===== config.mk =====
export PLATFORM = sky130hd
export DESIGN_NAME = top_k_index_selector
export DESIGN_NICKNAME = d
export VERILOG_FILES = /design/src/sv/tks_pkg.sv /design/src/sv/tks_ram.sv /design/src/sv/tks_ctrl.sv /design/src/sv/tks_datapath.sv /design/src/sv/top_k_index_selector.sv
export SDC_FILE = /design/constraint.sdc
export NUM_CORES = 2
export LEC_CHECK = 0
export BUFFER_PORTS_ARGS = -buffer_cell sky130_fd_sc_hd__buf_2
export CAP_MARGIN = 20
export CORE_MARGIN = 2
export CORE_UTILIZATION = 55
export DETAILED_ROUTE_END_ITERATION = 10
export MAX_ROUTING_LAYER = met4
export PLACE_DENSITY = 0.71
export SETUP_SLACK_MARGIN = 0.15
export SYNTH_ARGS = -nofsm -noshare
export SYNTH_HDL_FRONTEND = slang
export SYNTH_SLANG_ARGS = --single-unit

===== constraint.sdc =====
create_clock -name clk -period 10.1 [get_ports clk]
set_input_delay 1.01 -clock clk [delete_from_list [all_inputs] [get_ports clk]]
set_output_delay 1.01 -clock clk [all_outputs]
set_load 0.1 [all_outputs]

===== src/sv/tks_pkg.sv =====
// shared types and constants of the top-k index selector
// no dependencies
`default_nettype none

package tks_pkg;

  localparam int KEY_BITS        = 20;
  localparam int IDX_BITS        = 6;
  localparam int CNT_BITS        = 7;
  localparam int RESULT_CAP      = 64;
  localparam int RESET_MAX_COUNT = 20;

  localparam logic [KEY_BITS-1:0] KEY_REMOVED = '1;

  typedef struct packed {
    logic signed [KEY_BITS-1:0] sort_key;
    logic                       last_key;
  } tks_in_t;

  typedef struct packed {
    logic [IDX_BITS-1:0]        entry_index;
    logic signed [KEY_BITS-1:0] entry_key;
    logic                       found;
    logic                       run_end;
  } tks_out_t;

  typedef enum logic [2:0] {
    ST_LOAD,
    ST_SCAN,
    ST_WAIT,
    ST_PICK,
    ST_FLUSH,
    ST_EMPTY
  } tks_state_t;

  typedef struct packed {
    logic load;
    logic run_start;
    logic rd;
    logic pick;
    logic flush;
    logic empty;
  } tks_cmd_t;

  typedef struct packed {
    logic limit_zero;
    logic limit_hit;
    logic scan_last;
    logic any;
    logic hold_vld;
    logic out_free;
  } tks_sts_t;

endpackage

`default_nettype wire


===== src/sv/tks_ram.sv =====
// generic single-write, single-read ram with registered read data
// no dependencies
`default_nettype none

module tks_ram #(
  parameter int WIDTH = 8,
  parameter int DEPTH = 64
) (
  input  logic                     clk,
  input  logic                     we,
  input  logic [$clog2(DEPTH)-1:0] waddr,
  input  logic [WIDTH-1:0]         wdata,
  input  logic                     re,
  input  logic [$clog2(DEPTH)-1:0] raddr,
  output logic [WIDTH-1:0]         rdata
);

  logic [WIDTH-1:0] mem [DEPTH];

  always_ff @(posedge clk) begin
    if (we) begin
      mem[waddr] <= wdata;
    end
    if (re) begin
      rdata <= mem[raddr];
    end
  end

endmodule

`default_nettype wire


===== src/sv/tks_ctrl.sv =====
// control state machine of the top-k index selector
// depends on tks_pkg
`default_nettype none

module tks_ctrl (
  input  logic              clk,
  input  logic              rst_n,
  input  logic              in_valid,
  input  logic              in_last,
  output logic              in_ready,
  input  tks_pkg::tks_sts_t sts,
  output tks_pkg::tks_cmd_t cmd
);

  import tks_pkg::*;

  tks_state_t state_r, state_nxt;

  always_ff @(posedge clk) begin
    if (!rst_n) begin
      state_r <= ST_LOAD;
    end else begin
      state_r <= state_nxt;
    end
  end

  always_comb begin
    state_nxt = state_r;
    cmd       = '0;
    in_ready  = 1'b0;
    unique case (state_r)
      ST_LOAD: begin
        in_ready = 1'b1;
        if (in_valid) begin
          cmd.load = 1'b1;
          if (in_last) begin
            cmd.run_start = 1'b1;
            state_nxt = sts.limit_zero ? ST_EMPTY : ST_SCAN;
          end
        end
      end
      ST_SCAN: begin
        cmd.rd = 1'b1;
        if (sts.scan_last) begin
          state_nxt = ST_WAIT;
        end
      end
      ST_WAIT: begin
        state_nxt = ST_PICK;
      end
      ST_PICK: begin
        if (sts.any) begin
          if (!sts.hold_vld || sts.out_free) begin
            cmd.pick = 1'b1;
            state_nxt = sts.limit_hit ? ST_FLUSH : ST_SCAN;
          end
        end else begin
          state_nxt = sts.hold_vld ? ST_FLUSH : ST_EMPTY;
        end
      end
      ST_FLUSH: begin
        if (sts.out_free) begin
          cmd.flush = 1'b1;
          state_nxt = ST_LOAD;
        end
      end
      ST_EMPTY: begin
        if (sts.out_free) begin
          cmd.empty = 1'b1;
          state_nxt = ST_LOAD;
        end
      end
      default: begin
        state_nxt = ST_LOAD;
      end
    endcase
  end

endmodule

`default_nettype wire


===== src/sv/tks_datapath.sv =====
// key store, maximum scan, held pick and output register
// depends on tks_pkg and tks_ram
`default_nettype none

module tks_datapath #(
  parameter int MAX_ENTRIES = 64
) (
  input  logic                           clk,
  input  logic                           rst_n,
  input  logic                           cfg_valid,
  input  logic [tks_pkg::CNT_BITS-1:0]   cfg_data,
  input  tks_pkg::tks_in_t               in_data,
  input  tks_pkg::tks_cmd_t              cmd,
  output tks_pkg::tks_sts_t              sts,
  output logic                           out_valid,
  input  logic                           out_ready,
  output tks_pkg::tks_out_t              out_data
);

  import tks_pkg::*;

  localparam int AW = $clog2(MAX_ENTRIES);
  localparam int CW = $clog2(MAX_ENTRIES + 1);

  logic [CNT_BITS-1:0]        max_count_r;
  logic [CW-1:0]              cnt_r;
  logic [AW-1:0]              scan_r;
  logic                       rd_vld_r;
  logic [AW-1:0]              rd_idx_r;
  logic                       best_any_r;
  logic [AW-1:0]              best_idx_r;
  logic signed [KEY_BITS-1:0] best_key_r;
  logic                       hold_vld_r;
  logic [AW-1:0]              hold_idx_r;
  logic signed [KEY_BITS-1:0] hold_key_r;
  logic [CNT_BITS-1:0]        done_r;
  logic                       out_vld_r;
  tks_out_t                   out_r;

  logic                       cnt_full;
  logic [CNT_BITS-1:0]        limit;
  logic                       ram_we;
  logic [AW-1:0]              ram_waddr;
  logic [KEY_BITS-1:0]        ram_wdata;
  logic [KEY_BITS-1:0]        rd_key;
  logic                       take_best;
  logic                       scan_reset;
  logic                       out_free;
  logic                       out_load;

  assign cnt_full   = (cnt_r == CW'(MAX_ENTRIES));
  assign limit      = (max_count_r > CNT_BITS'(RESULT_CAP)) ? CNT_BITS'(RESULT_CAP)
                                                             : max_count_r;
  assign ram_we     = (cmd.load && !cnt_full) || cmd.pick;
  assign ram_waddr  = cmd.pick ? best_idx_r : cnt_r[AW-1:0];
  assign ram_wdata  = cmd.pick ? KEY_REMOVED : in_data.sort_key;
  assign take_best  = rd_vld_r && ($signed(rd_key) >= best_key_r);
  assign scan_reset = cmd.run_start || cmd.pick;
  assign out_free   = !out_vld_r || out_ready;
  assign out_load   = (cmd.pick && hold_vld_r) || cmd.flush || cmd.empty;

  assign sts.limit_zero = (max_count_r == '0);
  assign sts.limit_hit  = ((done_r + CNT_BITS'(1)) == limit);
  assign sts.scan_last  = (CW'(scan_r) == (cnt_r - CW'(1)));
  assign sts.any        = best_any_r;
  assign sts.hold_vld   = hold_vld_r;
  assign sts.out_free   = out_free;

  tks_ram #(
    .WIDTH (KEY_BITS),
    .DEPTH (MAX_ENTRIES)
  ) u_key_ram (
    .clk   (clk),
    .we    (ram_we),
    .waddr (ram_waddr),
    .wdata (ram_wdata),
    .re    (cmd.rd),
    .raddr (scan_r),
    .rdata (rd_key)
  );

  // control state
  always_ff @(posedge clk) begin
    if (!rst_n) begin
      max_count_r <= CNT_BITS'(RESET_MAX_COUNT);
      cnt_r       <= '0;
      scan_r      <= '0;
      rd_vld_r    <= 1'b0;
      best_any_r  <= 1'b0;
      hold_vld_r  <= 1'b0;
      done_r      <= '0;
      out_vld_r   <= 1'b0;
    end else begin
      if (cfg_valid) begin
        max_count_r <= cfg_data;
      end
      if (cmd.flush || cmd.empty) begin
        cnt_r <= '0;
      end else if (cmd.load && !cnt_full) begin
        cnt_r <= cnt_r + CW'(1);
      end
      if (scan_reset) begin
        scan_r <= '0;
      end else if (cmd.rd) begin
        scan_r <= scan_r + AW'(1);
      end
      rd_vld_r <= cmd.rd;
      if (scan_reset) begin
        best_any_r <= 1'b0;
      end else if (take_best) begin
        best_any_r <= 1'b1;
      end
      if (cmd.run_start) begin
        hold_vld_r <= 1'b0;
        done_r     <= '0;
      end else if (cmd.pick) begin
        hold_vld_r <= 1'b1;
        done_r     <= done_r + CNT_BITS'(1);
      end
      if (out_load) begin
        out_vld_r <= 1'b1;
      end else if (out_ready) begin
        out_vld_r <= 1'b0;
      end
    end
  end

  // payload
  always_ff @(posedge clk) begin
    rd_idx_r <= scan_r;
    if (scan_reset) begin
      best_idx_r <= '0;
      best_key_r <= '0;
    end else if (take_best) begin
      best_idx_r <= rd_idx_r;
      best_key_r <= $signed(rd_key);
    end
    if (cmd.pick) begin
      hold_idx_r <= best_idx_r;
      hold_key_r <= best_key_r;
    end
    if (cmd.empty) begin
      out_r.entry_index <= '0;
      out_r.entry_key   <= '0;
      out_r.found       <= 1'b0;
      out_r.run_end     <= 1'b1;
    end else if (out_load) begin
      out_r.entry_index <= IDX_BITS'(hold_idx_r);
      out_r.entry_key   <= hold_key_r;
      out_r.found       <= 1'b1;
      out_r.run_end     <= cmd.flush;
    end
  end

  assign out_valid = out_vld_r;
  assign out_data  = out_r;

endmodule

`default_nettype wire


===== src/sv/top_k_index_selector.sv =====
// top level of the top-k index selector
// depends on tks_pkg, tks_ctrl, tks_datapath and tks_ram
//
// usage:
//   in_*  : one signed key per beat, stored at its load position; keys beyond
//           MAX_ENTRIES are dropped. a beat with last_key set starts selection.
//   out_* : one beat per picked entry in descending key order (higher index on
//           ties), run_end on the last one; an empty run gives one beat with
//           found low and run_end high.
//   cfg_* : writes max_count (entries per run, capped at 64); always ready.
// flow:
//   loading accepts one key per cycle. each pick then scans the n loaded keys
//   through the single read port of the key memory, and the final beat is
//   registered in the flush or empty state after the last search ends.
//   in_ready is low from the last key until the final result sits in the
//   output register.
// reset: count of loaded keys cleared, max_count 20, output empty; the key
//   memory is not cleared.
// stall: the output register holds its beat; the block waits before it would
//   overwrite it; loading of the next set starts once the final beat is stored.
`default_nettype none

module top_k_index_selector #(
  parameter int MAX_ENTRIES = 64
) (
  input  logic                         clk,
  input  logic                         rst_n,
  input  logic                         in_valid,
  output logic                         in_ready,
  input  tks_pkg::tks_in_t             in_data,
  output logic                         out_valid,
  input  logic                         out_ready,
  output tks_pkg::tks_out_t            out_data,
  input  logic                         cfg_valid,
  output logic                         cfg_ready,
  input  logic [tks_pkg::CNT_BITS-1:0] cfg_data
);

  import tks_pkg::*;

  tks_cmd_t cmd;
  tks_sts_t sts;

  assign cfg_ready = 1'b1;

  tks_ctrl u_ctrl (
    .clk      (clk),
    .rst_n    (rst_n),
    .in_valid (in_valid),
    .in_last  (in_data.last_key),
    .in_ready (in_ready),
    .sts      (sts),
    .cmd      (cmd)
  );

  tks_datapath #(
    .MAX_ENTRIES (MAX_ENTRIES)
  ) u_datapath (
    .clk       (clk),
    .rst_n     (rst_n),
    .cfg_valid (cfg_valid),
    .cfg_data  (cfg_data),
    .in_data   (in_data),
    .cmd       (cmd),
    .sts       (sts),
    .out_valid (out_valid),
    .out_ready (out_ready),
    .out_data  (out_data)
  );

endmodule

`default_nettype wire


==> impl_metrics.yaml <==
yosys:
  yosysMostFrequentCell: "edfxtp_1"
  ys_top_cells_by_area: "edfxtp_1 (73%), mux4_2 (17%), dfxtp_1 (3.4%)"
  seq_area_frac_synth: 0.760
  synthArstFlopShare: 0
  syn_avg_cell_area_um2: 21.7
  yosys_warnings: 0
  synthesis.nets: 2586
  synth_edf_count: 1326
  synth_top_area_share: 0.726
  ys_seq_elements: 1420
  synthTopCellsByCount: "edfxtp_1 (1326), mux4_2 (420), nand2_1 (152), dfxtp_1 (94), nor2_1 (92)"
  yosys.cell_types.count: 51
  netlist_instances: 2528
  yosys_most_used_dff: "edfxtp_1"
  syn_area_mm2: 0.0549
  yosys.area.top_type: "edfxtp_1"
clock_network:
  cts_hold_buf: 0
  clkSinkCount: 1420
  tritoncts: "done"
  cts-buffers-inserted: 141
  clk_path_buf_depth: 3
  post_cts_buffers: 0
  cts.clk_slew.worst_paths_ns: 0.06
  post_cts_resized: 0
  htree_levels: 4
  cts_root_buffer: "clkbuf_16"
  clock_latency_ns: 0.76
routing:
  viasPerCell: 6.48
  antenna_left: 0
  wirelength_um: 129000
  wl_per_cell_um: 31.5
  vias: 26500
  first_pass_iters: 5
  detail_route.iter0.violations: 3750
  drc: 0
pwr:
  p_per_area_mw_per_mm2: 204
  p_total_mw: 12.6
  leakage_nw: 19.3
  irDropWorstVdd_uv: 172
timing:
  skew_ns: 0.0293
  hold-worst-slack_ns: 0.441
  period_share: 0.442
  hold_viol_final: 0
  fin_crit_ns: 4.46
  slew_headroom: 0.253
  rsz0062_at_grt: "false"
  worstMarginPinSlew_ns: 1.12
  fmaxAchievable_mhz: 224
  setup_violations: 0
  fin_setup_tns_ns: 0
  drv_slew: 0
setup_path:
  crit_path_max_fanout: 45
  cp-start-kind: "flip-flop"
  worstSetupPathType: "reg -> reg"
  critPathArrivalTime_ns: 4.82
  crit_required_ns: 10.46
  end_kind: "flip-flop"
floorplanning:
  start_util: 0.556
  num_rows: 115
  dieArea_mm2: 0.102
  ios: 64
  die_x_um: 320
  core_mm2: 0.0987
  die_y_um: 320
placed_design:
  hpwl_um: 72700
  io_buffers: 62
  place_congestion: 0.921
global_route:
  overflow: 0
  grt_max_degree: 147
  grt_pass1_wl_um: 186000
  grt_pass1_vias: 26200
  gr-usage-all-layers: 0.265
  antenna_found_initial: 12
final_layout:
  fillers: 6391
  multi_input_area_mm2: 0.0128
  area_growth_pct: 12.9
  nets: 2743
  ff_latch_area_mm2: 0.0417
  drive_gt1_frac: 0.308
job:
  cap_violations: 0
worst_hold_path:
  min_path_type: "reg -> reg"
run_status:
  status: "finished clean"
==> path summary, 6_finish.rpt <==
| check | from | endpoint | slack (ns) | cells after the start |
|---|---|---|---|---|
| worst max register to register | u_ctrl.state_r[1]$_SDFFE_PN0P_ | u_datapath.u_key_ram.mem[15][14]$_DFFE_PP_ | 5.64 | 8 |
| worst max-delay path | u_ctrl.state_r[1]$_SDFFE_PN0P_ | u_datapath.u_key_ram.mem[15][14]$_DFFE_PP_ | 5.64 | 8 |
| worst min-delay path | u_datapath.out_data[17]$_SDFFE_PP0P_ | u_datapath.out_data[17]$_SDFFE_PP0P_ | 0.44 | 2 |
| worst min register to register | u_datapath.out_data[17]$_SDFFE_PP0P_ | u_datapath.out_data[17]$_SDFFE_PP0P_ | 0.44 | 2 |
==> kinds of logic (layout without fill, tap and decap cells) <==
| logic type | after synthesis | after routing | share of synthesized area |
|---|---|---|---|
| flip-flops | 1420 | 1420 | 0.760 |
| buffers and inverters | 161 | 431 | 0.0128 |
| adder cells (fa/ha/maj) | 25 | 25 | 0.00570 |
| other | 1 | 11 | 0.0000683 |
| AND/OR/NAND/NOR | 346 | 346 | 0.0280 |
| AO/OA/AOI/OAI | 91 | 91 | 0.00953 |
| XOR/XNOR | 27 | 27 | 0.00486 |
| multiplexers | 457 | 457 | 0.179 |
==> cell usage in the layout, fill, tap and decap left out, types with 5 or more instances in the layout <==
master	synthesis	final
buf_4	12	49
diode_2	0	10
buf_8	0	22
mux4_2	420	420
nor2_2	0	52
or3_1	7	7
inv_1	28	28
nor2_1	92	28
inv_6	0	5
edfxtp_1	1326	1326
o21ai_0	12	12
buf_2	24	62
buf_16	0	6
nand2b_1	28	8
dfxtp_1	94	89
mux2i_1	37	37
a21oi_1	23	23
clkinv_8	0	5
clkinv_1	0	25
nor2_4	0	12
ha_1	25	25
clkinv_2	0	27
nand2b_2	0	16
clkbuf_16	0	144
xor2_1	13	13
xnor2_1	12	12
nor3_1	10	9
clkbuf_1	75	27
nand3_1	18	18
nand4_1	11	11
o21ai_1	34	33
nand2_1	152	152
nor2b_1	9	9
clkinvlp_4	0	9
bufinv_16	0	8
==> worst max-delay path: stages (launching register included) <==
cell	delay (ns)
dfxtp_1	0.50
and4b_1	0.37
o21ai_4	0.08
buf_4	0.31
inv_2	0.68
nand3_1	0.21
o21ai_1	0.15
nand2_1	0.62
nor2_2	1.12
==> metrics by stage <==
stage,utilization,cells,worst slack (ns),area (µm²)
after global routing,0.628,4091,5.40,62000
after CTS,0.622,4055,5.56,61400
after global placement,0.577,3798,5.16,57000
after floorplan,-,2528,5.04,54900
after detailed placement,0.577,3799,5.11,57000
final,0.628,4095,5.64,62000
==> area by class of cell <==
type	count	share of cell area
timing repair buffer	145	0.0205
sequential	1420	0.673
tap	1287	0.0260
clock inverter	82	0.0115
multi-input combinational	947	0.206
antenna	10	0.000404
inverter	30	0.00182
clock buffer	174	0.0605
==> report_power, final <==
group,leakage (nW),total [mW],switching (mW),internal (mW)
combinational,4.41,0.989,0.609,0.381
sequential,12.7,6.58,0.0661,6.51
clock,2.17,5.06,2.20,2.86
==> sequential cells by signal, summed over array words and instances (netlist names) <==
| signal | count |
|---|---|
| u_datapath.hold_idx_r | 6 |
| u_datapath.best_idx_r | 6 |
| u_datapath.scan_r | 6 |
| u_datapath.max_count_r | 7 |
| u_datapath.hold_vld_r | 1 |
| u_datapath.best_key_r | 20 |
| u_datapath.hold_key_r | 20 |
| u_datapath.best_any_r | 1 |
| u_datapath.out_data | 28 |
| u_datapath.out_valid | 1 |
| u_datapath.rd_vld_r | 1 |
| u_datapath.u_key_ram.mem | 1280 |
| u_datapath.u_key_ram.rdata | 20 |
| u_ctrl.state_r | 3 |
| u_datapath.cnt_r | 7 |
| u_datapath.done_r | 7 |
| u_datapath.rd_idx_r | 6 |
==> routing by layer <==
layer | share of wire | routed length [µm] | global-route usage
met4 | 0.034 | 4390 | 0.101
met3 | 0.090 | 11600 | 0.0488
met1 | 0.38 | 49500 | 0.355
met5 | 0 | 0 | -
met2 | 0.49 | 63700 | 0.412
No activity file was read; power rests on OpenSTA's default activity.
